## src/sv/lpd_pkg.sv

```systemverilog
// Shared types and constants for the pinned page directory.
`timescale 1ns / 1ps

package lpd_pkg;

    localparam int PAGE_W   = 32;
    localparam int STAMP_W  = 32;
    localparam int PIN_W    = 16;
    localparam int FUNC_W   = 2;
    localparam int STATUS_W = 3;
    localparam int INDEX_W  = 4;

    localparam logic [PIN_W-1:0]   PIN_MAX   = '1;
    localparam logic [STAMP_W-1:0] STAMP_MAX = '1;

    typedef enum logic [FUNC_W-1:0] {
        FN_GET   = 2'd0,
        FN_UNPIN = 2'd1,
        FN_DIRTY = 2'd2,
        FN_FLUSH = 2'd3
    } func_t;

    typedef enum logic [STATUS_W-1:0] {
        ST_HIT    = 3'd0,
        ST_MISS   = 3'd1,
        ST_PINNED = 3'd2,
        ST_DONE   = 3'd3,
        ST_ABSENT = 3'd4
    } status_t;

    typedef enum logic [1:0] {
        S_IDLE,
        S_SCAN,
        S_DECIDE
    } state_t;

    // One slot as held in the directory memory.
    typedef struct packed {
        logic [PAGE_W-1:0]  page;
        logic [STAMP_W-1:0] stamp;
        logic [PIN_W-1:0]   pins;
    } entry_t;

endpackage

```

## src/sv/lpd_if.sv

```systemverilog
// Request and response channel interfaces of the pinned page directory.
`timescale 1ns / 1ps

interface lpd_req_if;
    import lpd_pkg::*;

    logic                valid;
    logic                ready;
    logic [FUNC_W-1:0]   func;
    logic [PAGE_W-1:0]   page_id;

    modport source  (output valid, output func, output page_id, input ready);
    modport sink    (input valid, input func, input page_id, output ready);
    modport monitor (input valid, input func, input page_id, input ready);
endinterface

interface lpd_rsp_if;
    import lpd_pkg::*;

    logic                valid;
    logic                ready;
    logic [STATUS_W-1:0] status;
    logic [INDEX_W-1:0]  slot_index;
    logic                fetch_valid;
    logic                writeback_valid;
    logic [PAGE_W-1:0]   writeback_id;
    logic [PIN_W-1:0]    pins_now;

    modport source (
        output valid, output status, output slot_index, output fetch_valid,
        output writeback_valid, output writeback_id, output pins_now, input ready
    );
    modport sink (
        input valid, input status, input slot_index, input fetch_valid,
        input writeback_valid, input writeback_id, input pins_now, output ready
    );
    modport monitor (
        input valid, input status, input slot_index, input fetch_valid,
        input writeback_valid, input writeback_id, input pins_now, input ready
    );
endinterface

```

## src/sv/lru_pinned_page_directory_top.sv

```systemverilog
// Top level of the pinned page directory with least-recently-used replacement.
// An accepted item is scanned against every slot, then decided into the result register.
// One item is in work at a time: the scan reads one slot a cycle through the single read port
// of the slot memory and feeds one shared match and stamp comparator, and a result left waiting
// holds the next item in its decision.
// Reset (rst_n, asynchronous, active low) clears the control state, the valid and dirty bits,
// the stamp counter and the occupancy count; the slot memory needs no clearing pass.
`timescale 1ns / 1ps

module lru_pinned_page_directory_top #(
    parameter int SLOTS = 16
) (
    input  logic      clk,
    input  logic      rst_n,
    lpd_req_if.sink   req,
    lpd_rsp_if.source rsp
);
    import lpd_pkg::*;

    // Index width into the slots, and a counter width that can also hold SLOTS itself.
    localparam int IW = $clog2(SLOTS);
    localparam int CW = $clog2(SLOTS + 1);

    // Sequencer state.
    state_t state_reg, state_next;

    // Latched request.
    func_t              func_reg;
    logic [PAGE_W-1:0]  page_reg;

    // Slot memory: page id, access stamp and pin count of every slot. An entry's contents are only
    // used once its valid bit is set, so the memory carries no reset.
    entry_t             entry_mem [SLOTS];
    entry_t             rd_data_reg;

    // Scan pipeline: issue counter, then the registered read and its slot number.
    logic [CW-1:0]      issue_cnt_reg;
    logic               rd_valid_reg;
    logic [IW-1:0]      rd_idx_reg;
    logic               issue;
    logic [IW-1:0]      rd_addr;

    // What the scan has found so far.
    logic               found_reg, found_next;
    logic [IW-1:0]      hit_idx_reg, hit_idx_next;
    entry_t             hit_entry_reg, hit_entry_next;
    logic               free_found_reg, free_found_next;
    logic [IW-1:0]      free_idx_reg, free_idx_next;
    logic               vic_found_reg, vic_found_next;
    logic [IW-1:0]      vic_idx_reg, vic_idx_next;
    entry_t             vic_entry_reg, vic_entry_next;

    // Per-slot flags and global counters.
    logic [SLOTS-1:0]   valid_reg, valid_next;
    logic [SLOTS-1:0]   dirty_reg, dirty_next;
    logic [STAMP_W-1:0] stamp_reg, stamp_next;
    logic [CW-1:0]      occ_reg, occ_next;

    // Decision and memory write.
    logic               accept;
    logic               do_load;
    logic               commit;
    logic               wr_en;
    logic [IW-1:0]      wr_idx;
    entry_t             wr_entry;
    logic               take_stamp;
    logic               install;
    logic [IW-1:0]      inst_idx;
    logic [PIN_W-1:0]   pins_inc;
    logic [PIN_W-1:0]   pins_dec;

    // Result being formed, and the result register that holds it until it is taken.
    status_t            res_status;
    logic [IW-1:0]      res_slot;
    logic               res_fetch;
    logic               res_wb;
    logic [PAGE_W-1:0]  res_wb_id;
    logic [PIN_W-1:0]   res_pins;

    logic               rsp_valid_reg;
    status_t            rsp_status_reg;
    logic [IW-1:0]      rsp_slot_reg;
    logic               rsp_fetch_reg;
    logic               rsp_wb_reg;
    logic [PAGE_W-1:0]  rsp_wb_id_reg;
    logic [PIN_W-1:0]   rsp_pins_reg;

    // A new item is taken whenever the sequencer is idle, even while the previous result
    // still waits in the result register.
    assign req.ready = (state_reg == S_IDLE);
    assign accept    = req.valid && req.ready;

    // The result register may be loaded when it is empty or is being emptied this cycle.
    assign do_load = !rsp_valid_reg || rsp.ready;
    assign commit  = (state_reg == S_DECIDE) && do_load;

    assign issue   = (state_reg == S_SCAN) && (issue_cnt_reg != CW'(SLOTS));
    assign rd_addr = issue_cnt_reg[IW-1:0];

    // Next-state logic of the sequencer.
    always_comb
    begin
        state_next = state_reg;
        unique case (state_reg)
            S_IDLE:
            begin
                if (accept)
                    state_next = S_SCAN;
            end
            S_SCAN:
            begin
                // Done once every slot has been issued and the last read compared.
                if (!issue && !rd_valid_reg)
                    state_next = S_DECIDE;
            end
            S_DECIDE:
            begin
                if (do_load)
                    state_next = S_IDLE;
            end
            default:
            begin
                state_next = S_IDLE;
            end
        endcase
    end

    // Shared compare unit: one slot a cycle is checked for a page match, for being free, and
    // against the oldest unpinned slot found so far. Scanning in ascending order with strict
    // comparisons lets the lowest index win every tie.
    always_comb
    begin
        found_next      = found_reg;
        hit_idx_next    = hit_idx_reg;
        hit_entry_next  = hit_entry_reg;
        free_found_next = free_found_reg;
        free_idx_next   = free_idx_reg;
        vic_found_next  = vic_found_reg;
        vic_idx_next    = vic_idx_reg;
        vic_entry_next  = vic_entry_reg;
        if (rd_valid_reg)
        begin
            if (valid_reg[rd_idx_reg])
            begin
                if (!found_reg && (rd_data_reg.page == page_reg))
                begin
                    found_next     = 1'b1;
                    hit_idx_next   = rd_idx_reg;
                    hit_entry_next = rd_data_reg;
                end
                if ((rd_data_reg.pins == '0) &&
                    (!vic_found_reg || (rd_data_reg.stamp < vic_entry_reg.stamp)))
                begin
                    vic_found_next = 1'b1;
                    vic_idx_next   = rd_idx_reg;
                    vic_entry_next = rd_data_reg;
                end
            end
            else if (!free_found_reg)
            begin
                free_found_next = 1'b1;
                free_idx_next   = rd_idx_reg;
            end
        end
    end

    assign pins_inc = (hit_entry_reg.pins == PIN_MAX) ? hit_entry_reg.pins
                                                      : hit_entry_reg.pins + 1'b1;
    assign pins_dec = (hit_entry_reg.pins == '0) ? hit_entry_reg.pins
                                                 : hit_entry_reg.pins - 1'b1;

    // Decision on the scanned slots: the result, the slot write and the flag updates.
    always_comb
    begin
        valid_next = valid_reg;
        dirty_next = dirty_reg;
        stamp_next = stamp_reg;
        occ_next   = occ_reg;
        wr_en      = 1'b0;
        wr_idx     = hit_idx_reg;
        wr_entry   = hit_entry_reg;
        take_stamp = 1'b0;
        install    = 1'b0;
        inst_idx   = free_idx_reg;
        res_status = ST_ABSENT;
        res_slot   = '0;
        res_fetch  = 1'b0;
        res_wb     = 1'b0;
        res_wb_id  = '0;
        res_pins   = '0;

        if (func_reg == FN_GET)
        begin
            if (found_reg)
            begin
                // Hit: refresh the stamp and add a pin.
                take_stamp     = 1'b1;
                wr_en          = 1'b1;
                wr_entry.page  = page_reg;
                wr_entry.stamp = stamp_reg;
                wr_entry.pins  = pins_inc;
                res_status     = ST_HIT;
                res_slot       = hit_idx_reg;
                res_pins       = pins_inc;
            end
            else if (occ_reg != CW'(SLOTS))
            begin
                // A free slot exists: take the lowest one.
                install  = 1'b1;
                inst_idx = free_idx_reg;
                occ_next = CW'(occ_reg + 1'b1);
            end
            else if (vic_found_reg)
            begin
                // Evict the oldest unpinned slot; a dirty victim is written back.
                install  = 1'b1;
                inst_idx = vic_idx_reg;
                if (dirty_reg[vic_idx_reg])
                begin
                    res_wb    = 1'b1;
                    res_wb_id = vic_entry_reg.page;
                end
            end
            else
            begin
                res_status = ST_PINNED;
            end

            if (install)
            begin
                take_stamp           = 1'b1;
                wr_en                = 1'b1;
                wr_idx               = inst_idx;
                wr_entry.page        = page_reg;
                wr_entry.stamp       = stamp_reg;
                wr_entry.pins        = PIN_W'(1);
                valid_next[inst_idx] = 1'b1;
                dirty_next[inst_idx] = 1'b0;
                res_status           = ST_MISS;
                res_slot             = inst_idx;
                res_fetch            = 1'b1;
                res_pins             = PIN_W'(1);
            end
        end
        else if (found_reg)
        begin
            res_status = ST_DONE;
            res_slot   = hit_idx_reg;
            res_pins   = hit_entry_reg.pins;
            case (func_reg)
                FN_UNPIN:
                begin
                    wr_en         = 1'b1;
                    wr_entry.pins = pins_dec;
                    res_pins      = pins_dec;
                end
                FN_DIRTY:
                begin
                    dirty_next[hit_idx_reg] = 1'b1;
                end
                FN_FLUSH:
                begin
                    dirty_next[hit_idx_reg] = 1'b0;
                    res_wb                  = 1'b1;
                    res_wb_id               = page_reg;
                end
                default:
                begin
                end
            endcase
        end

        // The slot takes the current stamp; the counter then moves on and stops at its top.
        if (take_stamp && (stamp_reg != STAMP_MAX))
            stamp_next = stamp_reg + 1'b1;
    end

    // Control registers.
    always_ff @(posedge clk or negedge rst_n)
    begin
        if (!rst_n)
        begin
            state_reg      <= S_IDLE;
            issue_cnt_reg  <= '0;
            rd_valid_reg   <= 1'b0;
            found_reg      <= 1'b0;
            free_found_reg <= 1'b0;
            vic_found_reg  <= 1'b0;
            valid_reg      <= '0;
            dirty_reg      <= '0;
            stamp_reg      <= '0;
            occ_reg        <= '0;
            rsp_valid_reg  <= 1'b0;
        end
        else
        begin
            state_reg    <= state_next;
            rd_valid_reg <= issue;
            if (accept)
            begin
                issue_cnt_reg  <= '0;
                found_reg      <= 1'b0;
                free_found_reg <= 1'b0;
                vic_found_reg  <= 1'b0;
            end
            else
            begin
                if (issue)
                    issue_cnt_reg <= CW'(issue_cnt_reg + 1'b1);
                found_reg      <= found_next;
                free_found_reg <= free_found_next;
                vic_found_reg  <= vic_found_next;
            end
            if (commit)
            begin
                valid_reg     <= valid_next;
                dirty_reg     <= dirty_next;
                stamp_reg     <= stamp_next;
                occ_reg       <= occ_next;
                rsp_valid_reg <= 1'b1;
            end
            else if (rsp.ready)
            begin
                rsp_valid_reg <= 1'b0;
            end
        end
    end

    // Payload registers.
    always_ff @(posedge clk)
    begin
        if (accept)
        begin
            func_reg <= func_t'(req.func);
            page_reg <= req.page_id;
        end
        rd_idx_reg    <= rd_addr;
        hit_idx_reg   <= hit_idx_next;
        hit_entry_reg <= hit_entry_next;
        free_idx_reg  <= free_idx_next;
        vic_idx_reg   <= vic_idx_next;
        vic_entry_reg <= vic_entry_next;
        if (commit)
        begin
            rsp_status_reg <= res_status;
            rsp_slot_reg   <= res_slot;
            rsp_fetch_reg  <= res_fetch;
            rsp_wb_reg     <= res_wb;
            rsp_wb_id_reg  <= res_wb_id;
            rsp_pins_reg   <= res_pins;
        end
    end

    // Slot memory: one registered read port for the scan, one write port for the decision.
    always_ff @(posedge clk)
    begin
        if (issue)
            rd_data_reg <= entry_mem[rd_addr];
        if (commit && wr_en)
            entry_mem[wr_idx] <= wr_entry;
    end

    // With more than sixteen slots only the low four bits of the slot number are shown.
    assign rsp.valid           = rsp_valid_reg;
    assign rsp.status          = rsp_status_reg;
    assign rsp.slot_index      = INDEX_W'(rsp_slot_reg);
    assign rsp.fetch_valid     = rsp_fetch_reg;
    assign rsp.writeback_valid = rsp_wb_reg;
    assign rsp.writeback_id    = rsp_wb_id_reg;
    assign rsp.pins_now        = rsp_pins_reg;

endmodule

```

## src/flat_wrapper.sv

```systemverilog
// flat-port wrapper written by rule: the top's interface ports become plain ports
module lru_pinned_page_directory_top_flat import lpd_pkg::*;
#(
    parameter int SLOTS = 16
)
  (clk, rst_n, req_valid, req_func, req_page_id, req_ready, rsp_valid, rsp_status, rsp_slot_index, rsp_fetch_valid, rsp_writeback_valid, rsp_writeback_id, rsp_pins_now, rsp_ready);
  lpd_req_if req_i ();
  lpd_rsp_if rsp_i ();
  input  logic clk;
  input  logic rst_n;
  input wire logic [$bits(req_i.valid)-1:0] req_valid;
  input wire logic [$bits(req_i.func)-1:0] req_func;
  input wire logic [$bits(req_i.page_id)-1:0] req_page_id;
  output wire logic [$bits(req_i.ready)-1:0] req_ready;
  output wire logic [$bits(rsp_i.valid)-1:0] rsp_valid;
  output wire logic [$bits(rsp_i.status)-1:0] rsp_status;
  output wire logic [$bits(rsp_i.slot_index)-1:0] rsp_slot_index;
  output wire logic [$bits(rsp_i.fetch_valid)-1:0] rsp_fetch_valid;
  output wire logic [$bits(rsp_i.writeback_valid)-1:0] rsp_writeback_valid;
  output wire logic [$bits(rsp_i.writeback_id)-1:0] rsp_writeback_id;
  output wire logic [$bits(rsp_i.pins_now)-1:0] rsp_pins_now;
  input wire logic [$bits(rsp_i.ready)-1:0] rsp_ready;
  assign req_i.valid = req_valid;
  assign req_i.func = req_func;
  assign req_i.page_id = req_page_id;
  assign req_ready = req_i.ready;
  assign rsp_valid = rsp_i.valid;
  assign rsp_status = rsp_i.status;
  assign rsp_slot_index = rsp_i.slot_index;
  assign rsp_fetch_valid = rsp_i.fetch_valid;
  assign rsp_writeback_valid = rsp_i.writeback_valid;
  assign rsp_writeback_id = rsp_i.writeback_id;
  assign rsp_pins_now = rsp_i.pins_now;
  assign rsp_i.ready = rsp_ready;
  lru_pinned_page_directory_top #(.SLOTS(SLOTS)) u_core (.clk(clk), .rst_n(rst_n), .req(req_i), .rsp(rsp_i));
endmodule
```

## config.mk

```make
export PLATFORM = sky130hd
export DESIGN_NAME = lru_pinned_page_directory_top_flat
export DESIGN_NICKNAME = d
export VERILOG_FILES = /design/src/sv/lpd_pkg.sv /design/src/sv/lpd_if.sv /design/src/sv/lru_pinned_page_directory_top.sv /design/src/flat_wrapper.sv
export SDC_FILE = /design/constraint.sdc
export NUM_CORES = 2
export LEC_CHECK = 0
export BUFFER_PORTS_ARGS = -buffer_cell sky130_fd_sc_hd__buf_4
export CAP_MARGIN = 10
export CORE_MARGIN = 10
export CORE_UTILIZATION = 55
export CTS_CLUSTER_SIZE = 40
export DETAILED_ROUTE_END_ITERATION = 6
export PLACE_DENSITY = 0.75
export SLEW_MARGIN = 20
export SYNTH_ARGS = -nofsm -noshare
export SYNTH_HDL_FRONTEND = slang
export SYNTH_SLANG_ARGS = --single-unit
```

## constraint.sdc

```tcl
create_clock -name clk -period 10.9 [get_ports clk]
set_input_delay 1.09 -clock clk [delete_from_list [all_inputs] [get_ports clk]]
set_output_delay 1.09 -clock clk [all_outputs]
set_load 0.005 [all_outputs]
```

==> impl_metrics.json <==
{
  "status": "finished, violations left",
  "failed_checks": "design-rule violations",
  "max-slew-margin-rel_pct": 21.2,
  "first_global_vias": 33800,
  "wl_um": 155000,
  "htree_levels": 4,
  "die_w_um": 366,
  "cp_slowest_cell": "buf_4",
  "power_frac_comb_pct": 18.4,
  "num-fill-cells": 7803,
  "postCtsSetupRepairBufs": 0,
  "clkPwrFrac_pct": 34.6,
  "routabilityCongestion": 0.882,
  "grt-ovfl-total": 0,
  "rsz0062_at_grt": "no",
  "slowest_delay_ns": 0.80,
  "dr_total_vias": 33200,
  "vias_per_cell": 6.49,
  "hold_viol": 0,
  "mostFrequentLayoutCells": "1607 x edfxtp_1, 409 x mux4_2, 260 x nand2_1, 168 x clkbuf_16, 164 x buf_4",
  "crit_type": "reg2reg",
  "synth.yosys.seq_area_share_pct": 76.4,
  "die_h_um": 366,
  "area_delta_synth_final_pct": 12.7,
  "cp.arrival_ns": 6.22,
  "swShare_pct": 25.4,
  "port_buffers": 96,
  "rows": 126,
  "worst_slack_ns": 5.08,
  "syn_avg_cell_area_um2": 20.6,
  "hold_class": "in2async",
  "gr-usage-all-layers_pct": 23.0,
  "crit_top_cell": "buf_4",
  "crit_path_end_kind": "flip-flop",
  "finish.utilization_pct": 62.6,
  "synthFlopType": "edfxtp_1",
  "dp.cells": 4816,
  "grt_max_degree": 92,
  "clk_latency_ns": 0.80,
  "yosys_warnings": 0,
  "firstDrtPassIters": 7,
  "power_density_nw_per_um2": 223,
  "drtIter0Drc": 4452,
  "synth_area_um2": 65900,
  "min_period_over_period_pct": 53.4,
  "cts_sinks": 1692,
  "cts_buffers": 164,
  "path_buf_inv": 4,
  "cts_tree": "done",
  "crit_chain": "or2_1, a31oi_4, buf_4, nand2_1, inv_2, a31oi_1, nor2_4, buf_4, buf_4",
  "die-area_um2": 134000,
  "ir_drop_mv": 0.246,
  "max_freq_ghz": 0.172,
  "crit_family": "buffers and inverters",
  "hold-worst-slack_ns": 0.135,
  "finalNonFillerCells": 5117,
  "setup-violations-final": 0,
  "synthesis.nets": 3277,
  "holdBufCountCts": 0,
  "drv_slew": 0,
  "dp_hpwl_um": 81800,
  "antenna_cells": 0,
  "drive_gt1_share_pct": 24.9,
  "root_buffer": "clkbuf_16",
  "initial_core_util_pct": 55.6,
  "r2r_start": "u_core.func_reg[1]$_DFFE_PP_",
  "grt_pass1_wl_um": 231000,
  "largest_reg_flops": 1280,
  "postRouteAntennaNets": 0,
  "cap_viol_max_count": 0,
  "area.sequential_um2": 50400,
  "worstMarginPinSlew_ns": 1.18,
  "synth.distinct_cells": 77,
  "antenna_found_initial": 2,
  "synth_seq_cells": 1692,
  "pre_cts_ws_ns": 5.12,
  "crit_path_start_kind": "flip-flop",
  "final_nets": 3459,
  "syn-instance-count": 3200,
  "final_common_cell": "edfxtp_1",
  "critical_path_required_ns": 11.30,
  "routedWlPerCell_um": 30.4,
  "startpoint": "u_core.func_reg[1]$_DFFE_PP_",
  "p_int_mw": 12.3,
  "clockBufferDepth": 3,
  "drc": 1,
  "coreArea_um2": 119000,
  "post_cts_resized": 0,
  "leakagePower_nw": 24.3,
  "clkTransAtPathRegs_ns": 0.06,
  "worstPathMaxFanout": 69,
  "post-route-min-period_ns": 5.82,
  "multi_input_comb_area_um2": 14900,
  "finalClockSkew_ns": 0.0729,
  "setup-tns-final_ns": 0,
  "p_switching_mw": 4.21,
  "synth-edff-count": 1607,
  "num_io_pins": 97,
  "seq_power_share_pct": 47.0,
  "async_flop_share_pct": 4.79
}
-- final cells by class --
class / instances / share of cell area, %
sequential: 1692 / 67.9
multi-input combinational: 1307 / 20.1
clock buffer: 199 / 5.83
tap: 1600 / 2.70
timing repair buffer: 165 / 1.69
clock inverter: 102 / 1.51
inverter: 52 / 0.265
-- logic make-up (layout without fill, tap and decap cells) --
kind of cell | count (synthesis) | count (layout) | synth area share (%)
AOI/OAI and AO/OA | 218 | 218 | 2.32
xor gates and xnor gates | 80 | 80 | 1.06
adders and majority gates | 39 | 39 | 0.741
buffers and inverters | 201 | 518 | 1.26
DFF | 1692 | 1692 | 76.4
muxes | 430 | 430 | 14.3
and+or+nand+nor | 540 | 540 | 3.86
-- per-stage QoR --
stage / power, mW / instance area, um^2
after floorplan: 10.1 / 65900
after global placement: 10.9 / 68800
after detailed placement: 10.9 / 68800
after CTS: 16.7 / 74200
after global routing: 17.1 / 74200
final: 16.6 / 74200
-- synthesized netlist by cell type (5+ instances only) --
| cell | instances | area share [%] |
|---|---|---|
| ha_1 | 39 | 0.74 |
| clkbuf_1 | 97 | 0.55 |
| a21oi_1 | 44 | 0.33 |
| and3_1 | 10 | 0.095 |
| buf_2 | 26 | 0.20 |
| nor2b_1 | 7 | 0.066 |
| nor4_1 | 16 | 0.15 |
| nand4_1 | 35 | 0.33 |
| o21ai_0 | 28 | 0.21 |
| a211oi_1 | 6 | 0.068 |
| o21a_1 | 5 | 0.057 |
| a31oi_1 | 16 | 0.15 |
| o31ai_1 | 5 | 0.057 |
| a22o_1 | 35 | 0.47 |
| or3_1 | 5 | 0.047 |
| buf_1 | 20 | 0.11 |
| o22ai_1 | 5 | 0.047 |
| mux2i_1 | 18 | 0.27 |
| nor2_1 | 78 | 0.44 |
| nand2b_1 | 17 | 0.16 |
| nor3_1 | 23 | 0.17 |
| edfxtp_1 | 1607 | 73 |
| xor2_1 | 33 | 0.44 |
| dfrtp_1 | 81 | 3.1 |
| a31o_2 | 5 | 0.066 |
| mux4_2 | 409 | 14 |
| nand3_1 | 48 | 0.36 |
| a311oi_1 | 5 | 0.066 |
| and4_1 | 7 | 0.093 |
| xnor2_1 | 47 | 0.62 |
| a21o_1 | 17 | 0.19 |
| and2_1 | 9 | 0.085 |
| inv_1 | 50 | 0.28 |
| o21bai_1 | 7 | 0.080 |
| nand2_1 | 260 | 1.5 |
-- routing by layer --
metal | wire [um] | part of all wire [%] | global-route usage (%) | vias to the layer above
li1 | - | - | - | 13500
met1 | 60100 | 39 | 32.3 | 17500
met2 | 76700 | 49 | 37.1 | 2005
met3 | 14100 | 9.1 | 3.82 | 282
met4 | 4520 | 2.9 | 7.66 | 2
met5 | 13 | 0.0084 | 0 | -
-- path summary, 6_finish.rpt --
path	endpoint	slack, ns	cells past startpoint
worst max-delay path	u_core.entry_mem[7][20]$_DFFE_PP_	5.08	9
worst min-delay path	u_core.state_reg[0]$_DFFE_PN0P_	0.14	1
worst max register to register	u_core.entry_mem[7][20]$_DFFE_PP_	5.08	9
worst min register to register	u_core.hit_entry_reg[0]$_DFFE_PP_	0.44	0
max in group asynchronous	u_core.issue_cnt_reg[2]$_DFFE_PN0P_	9.42	2
min in group clk	u_core.hit_entry_reg[0]$_DFFE_PP_	0.44	0
-- power by group through the flow --
stage	combinational (mW)	sequential [mW]	clock [mW]
finish	3.04	7.79	5.73
global placement	2.99	7.91	0
global route	3.24	7.80	6.04
floorplan	2.41	7.67	0
detailed placement	3.02	7.92	0
CTS	3.09	7.78	5.80
No activity file was read; power rests on OpenSTA's default activity.
